File: src/hdl/erx_pkg.sv
`timescale 1ns / 1ps
`default_nettype none
// ----------------------------------------------------------------------------
// erx_pkg
// Shared types, constants and the CRC-32 byte step for the receive checker.
// ----------------------------------------------------------------------------
package erx_pkg;

  // frame byte counter width, saturates at all ones
  localparam int CNT_W = 11;
  localparam logic [CNT_W-1:0] CNT_MAX = {CNT_W{1'b1}};

  // config register widths and indexes
  localparam int MAC_W     = 48;
  localparam int LEN_W     = 11;
  localparam int CFG_IDX_W = 2;
  localparam int CFG_DAT_W = 48;

  localparam logic [CFG_IDX_W-1:0] REG_STATION_MAC = 2'd0;
  localparam logic [CFG_IDX_W-1:0] REG_MIN_FRAME   = 2'd1;
  localparam logic [CFG_IDX_W-1:0] REG_MAX_FRAME   = 2'd2;

  localparam logic [MAC_W-1:0] STATION_MAC_RST = 48'h0AFF_FEFD_FCFB;
  localparam logic [LEN_W-1:0] MIN_FRAME_RST   = 11'd64;
  localparam logic [LEN_W-1:0] MAX_FRAME_RST   = 11'd1530;

  // frame layout and protocol constants
  localparam logic [7:0]  BCAST_BYTE  = 8'hff;
  localparam logic [15:0] ETYPE_IPV4  = 16'h0800;
  localparam logic [15:0] ETYPE_ARP   = 16'h0806;
  localparam logic [CNT_W-1:0] ADDR_BYTES   = CNT_W'(6);
  localparam logic [CNT_W-1:0] TYPE_HI_POS  = CNT_W'(12);
  localparam logic [CNT_W-1:0] TYPE_LO_POS  = CNT_W'(13);
  localparam logic [CNT_W-1:0] MIN_HDR_LEN  = CNT_W'(14);
  localparam logic [CNT_W-1:0] FCS_BYTES    = CNT_W'(4);

  localparam logic [31:0] CRC_INIT      = 32'hFFFF_FFFF;
  localparam logic [31:0] CRC_POLY_REFL = 32'hEDB8_8320;
  localparam logic [31:0] CRC_RESIDUE   = 32'hDEBB_20E3;

  // result status codes
  localparam logic [2:0] ST_OK       = 3'd0;
  localparam logic [2:0] ST_ADDR_ERR = 3'd1;
  localparam logic [2:0] ST_TYPE_ERR = 3'd2;
  localparam logic [2:0] ST_LEN_ERR  = 3'd3;
  localparam logic [2:0] ST_FCS_ERR  = 3'd4;

  // short queue between front and back
  localparam int QDEPTH = 4;
  localparam int QPTR_W = 2;

  typedef struct packed {
    logic [7:0] frame_byte;
    logic       frame_last;
  } in_item_t;

  typedef struct packed {
    logic [2:0]       status;
    logic [LEN_W-1:0] payload_bytes;
    logic [31:0]      good_frames;
    logic [31:0]      bad_frames;
  } out_item_t;

  // one classified byte handed from front to back
  typedef struct packed {
    logic [7:0]       data;
    logic             last;
    logic [CNT_W-1:0] count;
    logic             addr_ok;
    logic             type_ok;
  } q_entry_t;

  // reflected crc-32, one byte
  function automatic logic [31:0] crc32_byte(input logic [31:0] crc_in,
                                             input logic [7:0]  b);
    logic [31:0] c;
    c = crc_in ^ {24'd0, b};
    for (int i = 0; i < 8; i++) begin
      if (c[0]) begin
        c = (c >> 1) ^ CRC_POLY_REFL;
      end else begin
        c = c >> 1;
      end
    end
    return c;
  endfunction

endpackage
`default_nettype wire

File: src/hdl/erx_front.sv
`timescale 1ns / 1ps
`default_nettype none
// ----------------------------------------------------------------------------
// erx_front
// Accepts frame bytes, tracks position, address match and ethertype.
// ----------------------------------------------------------------------------
module erx_front import erx_pkg::*; (
  input  wire logic             clk,
  input  wire logic             rst_n,
  input  wire logic             in_valid,
  output logic                  in_stall,
  input  wire in_item_t         in_item,
  input  wire logic [MAC_W-1:0] station_mac,
  input  wire logic             q_full,
  output logic                  q_push,
  output q_entry_t              q_wentry
);

  logic [CNT_W-1:0] cnt_r, cnt_nxt, cnt_inc;
  logic [1:0]       flags_r, flags_nxt, flags_upd;
  logic [7:0]       type_hi_r, type_hi_nxt, type_hi_upd;
  logic             type_ok_r, type_ok_nxt, type_ok_upd;
  logic [7:0]       own_byte;
  logic [15:0]      etype;

  assign in_stall = q_full;
  assign q_push   = in_valid & ~q_full;

  // station address byte for the current position
  always_comb begin
    unique case (cnt_r[2:0])
      3'd0:    own_byte = station_mac[47:40];
      3'd1:    own_byte = station_mac[39:32];
      3'd2:    own_byte = station_mac[31:24];
      3'd3:    own_byte = station_mac[23:16];
      3'd4:    own_byte = station_mac[15:8];
      default: own_byte = station_mac[7:0];
    endcase
  end

  assign etype = {type_hi_r, in_item.frame_byte};

  // per-byte header classification
  always_comb begin
    flags_upd   = flags_r;
    type_hi_upd = type_hi_r;
    type_ok_upd = type_ok_r;
    if (cnt_r < ADDR_BYTES) begin
      if (in_item.frame_byte != own_byte) begin
        flags_upd[0] = 1'b0;
      end
      if (in_item.frame_byte != BCAST_BYTE) begin
        flags_upd[1] = 1'b0;
      end
    end else if (cnt_r == TYPE_HI_POS) begin
      type_hi_upd = in_item.frame_byte;
    end else if (cnt_r == TYPE_LO_POS) begin
      type_ok_upd = (etype == ETYPE_IPV4) || (etype == ETYPE_ARP);
    end
    cnt_inc = (cnt_r < CNT_MAX) ? cnt_r + CNT_W'(1) : cnt_r;
  end

  // entry pushed into the queue
  always_comb begin
    q_wentry.data    = in_item.frame_byte;
    q_wentry.last    = in_item.frame_last;
    q_wentry.count   = cnt_inc;
    q_wentry.addr_ok = |flags_upd;
    q_wentry.type_ok = type_ok_upd;
  end

  // frame state, cleared after the final byte
  always_comb begin
    cnt_nxt     = cnt_r;
    flags_nxt   = flags_r;
    type_hi_nxt = type_hi_r;
    type_ok_nxt = type_ok_r;
    if (q_push) begin
      if (in_item.frame_last) begin
        cnt_nxt     = '0;
        flags_nxt   = 2'b11;
        type_hi_nxt = '0;
        type_ok_nxt = 1'b0;
      end else begin
        cnt_nxt     = cnt_inc;
        flags_nxt   = flags_upd;
        type_hi_nxt = type_hi_upd;
        type_ok_nxt = type_ok_upd;
      end
    end
  end

  always_ff @(posedge clk) begin
    if (!rst_n) begin
      cnt_r     <= '0;
      flags_r   <= 2'b11;
      type_hi_r <= '0;
      type_ok_r <= 1'b0;
    end else begin
      cnt_r     <= cnt_nxt;
      flags_r   <= flags_nxt;
      type_hi_r <= type_hi_nxt;
      type_ok_r <= type_ok_nxt;
    end
  end

endmodule
`default_nettype wire

File: config.mk
export PLATFORM = sky130hd
export DESIGN_NAME = erx_front
export DESIGN_NICKNAME = d
export VERILOG_FILES = /design/src/hdl/erx_pkg.sv /design/src/hdl/erx_front.sv
export SDC_FILE = /design/constraint.sdc
export NUM_CORES = 1
export LEC_CHECK = 0
export ABC_AREA = 1
export BUFFER_PORTS_ARGS = -buffer_cell sky130_fd_sc_hd__buf_4
export CAP_MARGIN = 20
export CORE_ASPECT_RATIO = 1.5
export CORE_MARGIN = 4
export CORE_UTILIZATION = 35
export CTS_BUF_LIST = sky130_fd_sc_hd__clkbuf_4
export CTS_CLUSTER_DIAMETER = 40
export DETAILED_ROUTE_END_ITERATION = 10
export GPL_TIMING_DRIVEN = 0
export PLACE_DENSITY = 0.74
export SYNTH_ARGS = -nofsm -noshare
export SYNTH_HDL_FRONTEND = slang
export SYNTH_SLANG_ARGS = --single-unit
File: constraint.sdc
create_clock -name clk -period 5.31 [get_ports clk]
set_input_delay 0.7965 -clock clk [delete_from_list [all_inputs] [get_ports clk]]
set_output_delay 0.7965 -clock clk [all_outputs]
set_load 0.02 [all_outputs]
==> flow_summary.json, run 1 <==
{
  "drc": 0,
  "syn_inst": 328,
  "vias": 2277,
  "synthSimpleGateAreaFrac": 0.508,
  "clk_path_buf_depth": 2,
  "area_delta_synth_final_pct": 38.4,
  "yosys_warnings": 0,
  "grt_pass1_vias": 2249,
  "fin_nets": 483,
  "port-buffer-count": 84,
  "ff2ff_path_depth": 17,
  "hold_viol": 0,
  "antenna_found_initial": 0,
  "synth_top_family_by_area": "simple AND/OR/NAND/NOR gates",
  "tightest_slew_ps": 543,
  "fmax_mhz": 299,
  "ys_ff_latch": 22,
  "yosys-top-cells-area": "nand2_1, dfxtp_1, nand4_1",
  "via_per_inst": 4.70,
  "status": "complete, no violations",
  "final-max-slew-violation-count": 0,
  "ctsHtreeMaxLevel": 1,
  "numCtsBuffers": 3,
  "dieArea_um2": 6800,
  "initial_core_util": 0.369,
  "tns_ps": 0,
  "drtIter0Drc": 75,
  "clk_pin_slew_ps": 120,
  "die_width_um": 68.7,
  "p_per_area_nw_per_um2": 130,
  "holdBufCountCts": 0,
  "drv_cap": 0,
  "rsz0062_at_grt": "no",
  "power.switching_w": 0.000101,
  "slowest_stage": "dfxtp_1",
  "worstHoldStart": "type_hi_r[3]",
  "drt-total-wl_mm": 5.98,
  "worstHoldPathType": "flip-flop to flip-flop",
  "r2r_start": "cnt_r[1]",
  "synth_largest_area_cell": "nand2_1",
  "critPathArrivalTime_ps": 2550,
  "internal-power_w": 0.000247,
  "antenna_left": 0,
  "p_sw_frac": 0.289,
  "crit_type": "flip-flop to output pin",
  "wl_per_cell_um": 12.3,
  "synthXorXnorAreaFrac": 0.0181,
  "start_kind": "flip-flop",
  "dp_hpwl_mm": 4.95,
  "period_share": 0.629,
  "coreArea_um2": 5250,
  "ctsResizeCount": 0,
  "power_frac_clock": 0.221,
  "p_leak_nw": 1.41,
  "grt_max_degree": 13,
  "synth_fa_ha_area_frac": 0.0323,
  "cts.sinks": 22,
  "seqPwrFrac": 0.482,
  "worstSkewPairLatency_ps": 300,
  "grt-ovfl-total": 0,
  "required_ps": 4510,
  "setup_viol": 0,
  "yosys.area.top_type_share": 0.252,
  "setup.worst_path.end_class": "output pin",
  "place.gp.congestion": 0.854,
  "synth.area.mux_share": 0,
  "root_buffer": "clkbuf_4",
  "syn-cell-area_um2": 1930,
  "r2r-end": "flags_r[0]",
  "setup_slack_ps": 1970,
  "synth_compound_area_frac": 0.0847,
  "critical_path.max_stage_delay_ps": 390,
  "path_cells": "ha_1 > ha_1 > buf_2 > nor2_2 > nand4_1 > nand3_1 > nand2_1 > nand2_1 > inv_1 > nand2_1 > nor2_1 > nand2_1 > nand2_1 > nand2_1 > nand2_1 > buf_4",
  "diodes": 0,
  "syn_nets": 394,
  "grt_pass1_wl_mm": 9.61,
  "cts_tree": "built",
  "finalCriticalPeriod_ps": 3340,
  "fin_skew_ps": 2.33,
  "track_usage": 0.177,
  "io_pins": 85,
  "drive_above_1_share": 0.310,
  "yosysUniqueCellTypes": 33,
  "ys_seq_area_frac": 0.228,
  "ir_drop_uv": 137,
  "dieHeight_um": 99.1,
  "preCtsSetupSlack_ps": 2320,
  "min_to": "type_hi_r[3]",
  "cpMostUsedCell": "nand2_1",
  "slew-limit-headroom": 0.635,
  "rows": 32,
  "ff2ff_setup_slack_ps": 3040,
  "crit_path_max_fanout": 9,
  "avgSynthCellArea_um2": 5.90,
  "hold_depth": 2,
  "first_pass_iters": 5,
  "cts_setup_buffers": 0,
  "power_frac_comb": 0.297
}
[worst max-delay path by stage]
stage,from,to,slack [ps],cells after the start
3_3_place_gp,cnt_r[1],q_wentry[1],2360,16
5_1_grt,cnt_r[1],q_wentry[1],1710,15
4_1_cts,cnt_r[1],q_wentry[1],1960,16
6_report,cnt_r[1],q_wentry[1],1970,16
2_1_floorplan,cnt_r[1],q_wentry[1],2650,14
3_5_place_dp,cnt_r[1],q_wentry[1],2320,16
[cell families (layout without fill, tap and decap cells)]
group / Yosys count / count (layout)
adder cells (fa/ha/maj): 5 / 5
buffers and inverters: 52 / 140
AO/OA/AOI/OAI: 29 / 29
XOR/XNOR: 4 / 4
flip-flops: 22 / 22
AND/OR/NAND/NOR: 216 / 216
[power by group through the flow]
stage                logic, W  registers [W]  clock network, W
global route         0.000113       0.000168         0.0000865
CTS                  0.000104       0.000167         0.0000810
floorplan           0.0000482       0.000171                 0
global placement     0.000102       0.000171                 0
finish               0.000103       0.000167         0.0000767
detailed placement   0.000103       0.000171                 0
[area by class of cell]
type,instances,area [um^2]
flip-flops and latches,22,440
multi-input cells,254,1240
fillers,552,2570
inverters,34,130
repair buffers,84,631
clock inverters,1,3.75
well taps,68,85.1
plain buffers,18,120
clock buffers,3,22.5
[metrics by stage]
step           hold slack [ps]  area, um^2  cells   util  total power, W
3_3_place_gp               447        2650    480  0.505        0.000273
5_1_grt                    501        2680    484  0.510        0.000367
3_5_place_dp               451        2650    480  0.505        0.000274
2_1_floorplan              436        1930    328      -        0.000219
4_1_cts                    471        2680    484  0.510        0.000352
6_report                   470        2680    484  0.510        0.000347
[state kept, by name (all words and copies together) (netlist names)]
register   cells
type_ok_r      1
flags_r        2
cnt_r         11
type_hi_r      8
[critical path, delay by kind of cell (launching register included)]
| family | cells | cell delay [ps] |
|---|---|---|
| adders and majority gates | 2 | 430 |
| DFF | 1 | 390 |
| buffers and inverters | 3 | 360 |
| and+or+nand+nor | 11 | 1040 |
[synth_stat cells (all sizes together)]
library cell / number
ha: 5
nor3: 3
nand2: 137
dfxtp: 22
clkbuf: 3
o41ai: 1
xnor2: 1
xor2: 3
nor2: 33
o211ai: 1
o32a: 1
a21oi: 23
or2: 1
inv: 34
nand4: 20
and2: 1
nand3: 19
o21ai: 3
nor4b: 1
nor3b: 1
buf: 15
[per-layer routing]
| metal | global-route usage | wire length, um |
|---|---|---|
| met2 | 0.338 | 3150 |
| met5 | 0 | 0 |
| met4 | 0.0631 | 155 |
| met1 | 0.188 | 2270 |
| met3 | 0.0171 | 392 |
[cells in the final DEF, fill, tap and decap left out, drive strengths merged, types with 3 or more instances in the layout]
cell type  Yosys  routed
o21ai          3       3
nand3         19      19
a21oi         23      23
nor2          33      33
clkbuf         3       6
dfxtp         22      22
inv           34      34
xor2           3       3
nor3           3       3
buf           15      99
nand2        137     137
ha             5       5
nand4         20      20
Note: power is estimated with default switching activity, not from simulation.
==> run 2, diff against run 1 <==
--- a/config.mk
+++ b/config.mk
@@ -15,7 +15,7 @@
 export CTS_CLUSTER_DIAMETER = 40
 export DETAILED_ROUTE_END_ITERATION = 10
 export GPL_TIMING_DRIVEN = 0
-export PLACE_DENSITY = 0.74
+export PLACE_DENSITY = 0.76
 export SYNTH_ARGS = -nofsm -noshare
 export SYNTH_HDL_FRONTEND = slang
 export SYNTH_SLANG_ARGS = --single-unit
==> constraint.sdc (replaced) <==
create_clock -name clk -period 2.69 [get_ports clk]
set_input_delay 0.4035 -clock clk [delete_from_list [all_inputs] [get_ports clk]]
set_output_delay 0.4035 -clock clk [all_outputs]
set_load 0.02 [all_outputs]
==> flow_summary.json, run 2 (same netlist as run 1, synthesis figures left out) <==
{
  "grt-ovfl-total": 0,
  "fin_skew_ps": 2.05,
  "worstSkewPairLatency_ps": 320,
  "rsz0062_at_grt": "yes",
  "holdBufCountCts": 0,
  "setup_viol": 0,
  "stdcell_area_um2": 2930,
  "rows": 32,
  "clk_pin_slew_ps": 130,
  "critical_path.max_stage_delay_ps": 390,
  "start_kind": "flip-flop",
  "path_cells": "ha_4 > ha_4 > buf_6 > nor2_4 > nand4_1 > nand4_1 > nand2_1 > inv_1 > nand2_1 > nor2_1 > nand2_1 > nand2_1 > nand2_1 > nand2_1 > buf_6",
  "ff2ff_setup_slack_ps": 680,
  "drt-total-wl_mm": 6.31,
  "crit_path_max_fanout": 8,
  "worstHoldStart": "rst_n",
  "numCtsBuffers": 3,
  "status": "complete, no violations",
  "wirelength_met1_mm": 2.34,
  "dieArea_um2": 6800,
  "power_w": 0.000808,
  "initial_core_util": 0.369,
  "first_pass_iters": 4,
  "largest_reg_flops": 11,
  "antenna_found_initial": 0,
  "cts_tree": "built",
  "io_pins": 85,
  "required_ps": 2290,
  "numPlacedInstances": 480,
  "slew-limit-headroom": 0.634,
  "root_buffer": "clkbuf_4",
  "place.gp.congestion": 0.847,
  "hold_depth": 2,
  "via_per_inst": 4.82,
  "cpMostUsedCell": "nand2_1",
  "track_usage": 0.182,
  "final-max-slew-violation-count": 0,
  "fin_nets": 491,
  "dp_hpwl_mm": 4.99,
  "dieHeight_um": 99.1,
  "r2r-end": "flags_r[0]",
  "vias": 2371,
  "finalCriticalPeriod_ps": 2660,
  "ir_drop_uv": 234,
  "min_to": "flags_r[1]",
  "regMostFlops": "cnt_r",
  "hold_viol": 0,
  "p_per_area_nw_per_um2": 276,
  "drv_cap": 0,
  "reg.largest.list": "cnt_r: 11 flops, type_hi_r: 8 flops, flags_r: 2 flops",
  "period_share": 0.991,
  "final_cell_count_no_fill": 492,
  "tns_ps": 0,
  "area_delta_synth_final_pct": 51.2,
  "setup.worst_path.end_class": "output pin",
  "ctsHtreeMaxLevel": 1,
  "fmax_mhz": 375,
  "final_cell_mix": "nand2_1, buf_4, inv_1",
  "drive_above_1_share": 0.380,
  "diodes": 0,
  "coreArea_um2": 5250,
  "drtIter0Drc": 121,
  "met3WireLength_um": 415,
  "cts.sinks": 22,
  "grt_pass1_vias": 2331,
  "worstHoldPathType": "primary input to flip-flop",
  "tightest_slew_ps": 546,
  "grt_pass1_wl_mm": 9.83,
  "placed_cell_area_um2": 2650,
  "die_width_um": 68.7,
  "antenna_left": 0,
  "drc": 0,
  "met2WireLength_mm": 3.43,
  "crit_type": "flip-flop to output pin",
  "clk_path_buf_depth": 2,
  "wl_per_cell_um": 12.8,
  "grt_max_degree": 14,
  "r2r_start": "cnt_r[0]",
  "topRoutingLayerUsed": "met4",
  "port-buffer-count": 84,
  "slowest_stage": "dfxtp_4",
  "ff2ff_path_depth": 17,
  "critPathArrivalTime_ps": 2260,
  "mostFrequentLayoutCell": "nand2_1",
  "p_leak_nw": 1.49
}
[run 2: power by group]
part / leakage, nW / internal [W] / switching [W]
clock: 0.0279 / 0.000151 / 0.000111
sequential: 0.179 / 0.000327 / 0.00000244
combinational: 1.29 / 0.000113 / 0.000105
total: 1.49 / 0.000590 / 0.000218
[run 2: per-stage QoR]
stage	hold slack (ps)	worst slack [ps]	utilization
after floorplan	436	425	-
after global placement	448	150	0.505
after detailed placement	453	99.8	0.505
after CTS	289	0.168	0.536
after global routing	279	-169	0.558
final	290	25.2	0.558
[run 2: routing by layer]
layer,vias up,track usage
met1,1063,0.182
met4,0,0.0661
li1,1236,-
met2,62,0.355
met5,-,0
met3,10,0.0262
[run 2: timing repair]
item | 4_1_cts | 5_1_grt
pin swaps | 7 | 20
buffers inserted | 4 | 3
gates resized for setup | 20 | 21
endpoints found under the setup margin | 1 | 1
cloned | 1 | 0
[run 2: worst max-delay path by stage]
| stage | from | cells after the start | endpoint |
|---|---|---|---|
| after floorplan | cnt_r[1] | 14 | q_wentry[1] |
| after CTS | cnt_r[0] | 17 | q_wentry[1] |
| after detailed placement | cnt_r[1] | 15 | q_wentry[1] |
| final | cnt_r[0] | 15 | q_wentry[1] |
| after global routing | cnt_r[0] | 15 | q_wentry[1] |
| after global placement | cnt_r[1] | 15 | q_wentry[1] |
[run 2: area by class of cell]
| cell class | instances | area (um^2) |
|---|---|---|
| Clock buffer | 3 | 22.5 |
| Sequential cell | 22 | 448 |
| Tap cell | 68 | 85.1 |
| Timing Repair Buffer | 92 | 696 |
| Fill cell | 540 | 2320 |
| Clock inverter | 1 | 30.0 |
| Buffer | 18 | 126 |
| Inverter | 34 | 134 |
| Multi-Input combinational cell | 254 | 1380 |
[run 2: critical path: cells and delay by family (launching register included)]
family	cells	cell delay (ps)
buffers and inverters	3	290
DFF	1	390
and+or+nand+nor	10	920
adders and majority gates	2	320
==> run 3, diff against run 2 <==
==> constraint.sdc (replaced) <==
create_clock -name clk -period 2.69 [get_ports clk]
set_input_delay 0.4035 -clock clk [delete_from_list [all_inputs] [get_ports clk]]
set_output_delay 0.4035 -clock clk [all_outputs]
set_load 0.005 [all_outputs]
==> flow_summary.json, run 3 (same netlist as run 1, synthesis figures left out) <==
{
  "status": "complete, no violations",
  "area_delta_synth_final_pct": 49.8,
  "fin_nets": 491,
  "dieArea_um2": 6800,
  "antenna_left": 0,
  "setup_viol": 0,
  "antenna_found_initial": 0,
  "regMostFlops": "cnt_r",
  "slew-limit-headroom": 0.642,
  "worstHoldStart": "rst_n",
  "mostFrequentLayoutCell": "nand2_1",
  "tightest_slew_ps": 533,
  "drive_above_1_share": 0.366,
  "tns_ps": 0,
  "clk_path_buf_depth": 2,
  "cts.sinks": 22,
  "hold_viol": 0,
  "p_per_area_nw_per_um2": 274,
  "fin_skew_ps": 3.03,
  "dp_hpwl_mm": 4.99,
  "grt-ovfl-total": 0,
  "finalCriticalPeriod_ps": 2650,
  "port-buffer-count": 84,
  "rows": 32,
  "hold_depth": 2,
  "largest_reg_flops": 11,
  "drtIter0Drc": 85,
  "ff2ff_path_depth": 16,
  "diodes": 0,
  "numPlacedInstances": 480,
  "io_pins": 85,
  "crit_path_max_fanout": 8,
  "clk_pin_slew_ps": 130,
  "place.gp.congestion": 0.847,
  "grt_max_degree": 14,
  "min_to": "flags_r[1]",
  "required_ps": 2290,
  "first_pass_iters": 4,
  "seqCellArea_um2": 448,
  "grt_pass1_wl_mm": 9.80,
  "final-max-slew-violation-count": 0,
  "numCtsBuffers": 3,
  "ff2ff_setup_slack_ps": 690,
  "die_width_um": 68.7,
  "grt_pass1_vias": 2317,
  "start_kind": "flip-flop",
  "period_share": 0.984,
  "multiInputGateArea_um2": 1360,
  "setup.worst_path.end_class": "output pin",
  "r2r-end": "flags_r[0]",
  "coreArea_um2": 5250,
  "p_leak_nw": 1.49,
  "final_cell_mix": "nand2_1, buf_4, inv_1",
  "rsz0062_at_grt": "yes",
  "drv_cap": 0,
  "r2r_start": "cnt_r[0]",
  "dieHeight_um": 99.1,
  "cts_tree": "built",
  "reg.largest.list": "cnt_r: 11 flops, type_hi_r: 8 flops, flags_r: 2 flops",
  "critPathArrivalTime_ps": 2240,
  "wl_per_cell_um": 12.7,
  "timing.hold.ws_ps": 292,
  "worstSkewPairLatency_ps": 320,
  "via_per_inst": 4.86,
  "crit_type": "flip-flop to output pin",
  "fill_cells": 542,
  "worstHoldPathType": "primary input to flip-flop",
  "drc": 0,
  "vias": 2392,
  "fmax_mhz": 378,
  "fin_util": 0.552,
  "ctsHtreeMaxLevel": 1,
  "initial_core_util": 0.369,
  "track_usage": 0.181,
  "final_cell_count_no_fill": 492,
  "root_buffer": "clkbuf_4",
  "ir_drop_uv": 234,
  "drt-total-wl_mm": 6.25
}
==> run 3: how the worst max path moves through the flow <==
stage / startpoint / end / slack [ps]
final: cnt_r[0] / q_wentry[1] / 40
after global routing: cnt_r[0] / q_wentry[1] / -150
after CTS: cnt_r[0] / q_wentry[1] / 10
after detailed placement: cnt_r[1] / q_wentry[1] / 130
after global placement: cnt_r[1] / q_wentry[1] / 180
after floorplan: cnt_r[1] / q_wentry[1] / 520
==> run 3: repair_timing <==
| action | in CTS | in global routing |
|---|---|---|
| hold buffers | 0 | 0 |
| setup endpoints to repair | 1 | 1 |
| cloned | 1 | 0 |
| setup buffers | 4 | 3 |
| pin swaps | 3 | 13 |
| gates resized for setup | 18 | 15 |
==> run 3: per-layer routing <==
layer	vias to the layer above	routed length, um	global-route usage
met4	0	124	0.0631
met5	-	0	0
li1	1236	-	-
met1	1078	2290	0.186
met3	11	425	0.0228
met2	67	3410	0.352
==> run 3: power by group <==
| part | switching, W | internal [W] |
|---|---|---|
| Sequential | 0.00000242 | 0.000327 |
| Combinational | 0.0000917 | 0.000111 |
| Clock | 0.000111 | 0.000151 |
| Total | 0.000205 | 0.000589 |
==> run 3: worst max-delay path: stages, from the launching register on <==
cell and delay [ps]:
dfxtp_4 390, ha_4 170, ha_4 160, buf_6 130, nor2_4 170, nand4_1 150
nand3_1 110, nand2_1 50, nand2_1 80, nand2_1 60, nor2_2 100, nand2_1 60
nand2_1 60, nand2_1 60, nand2_1 60, buf_4 100
==> run 3: area by class of cell <==
cell class,count,share of cell area
multi-input cells,254,0.471
repair buffers,92,0.237
flip-flops and latches,22,0.155
inverters,34,0.0462
plain buffers,18,0.0436
well taps,68,0.0294
clock inverters,1,0.0104
clock buffers,3,0.00777
==> run 3: through the flow <==
step / power [W] / instance area (um^2) / worst slack [ps]
finish: 0.000794 / 2900 / 42.9
global route: 0.000829 / 2900 / -146
CTS: 0.000789 / 2800 / 13.1
detailed placement: 0.000529 / 2650 / 131
global placement: 0.000526 / 2650 / 182
floorplan: 0.000420 / 1930 / 518
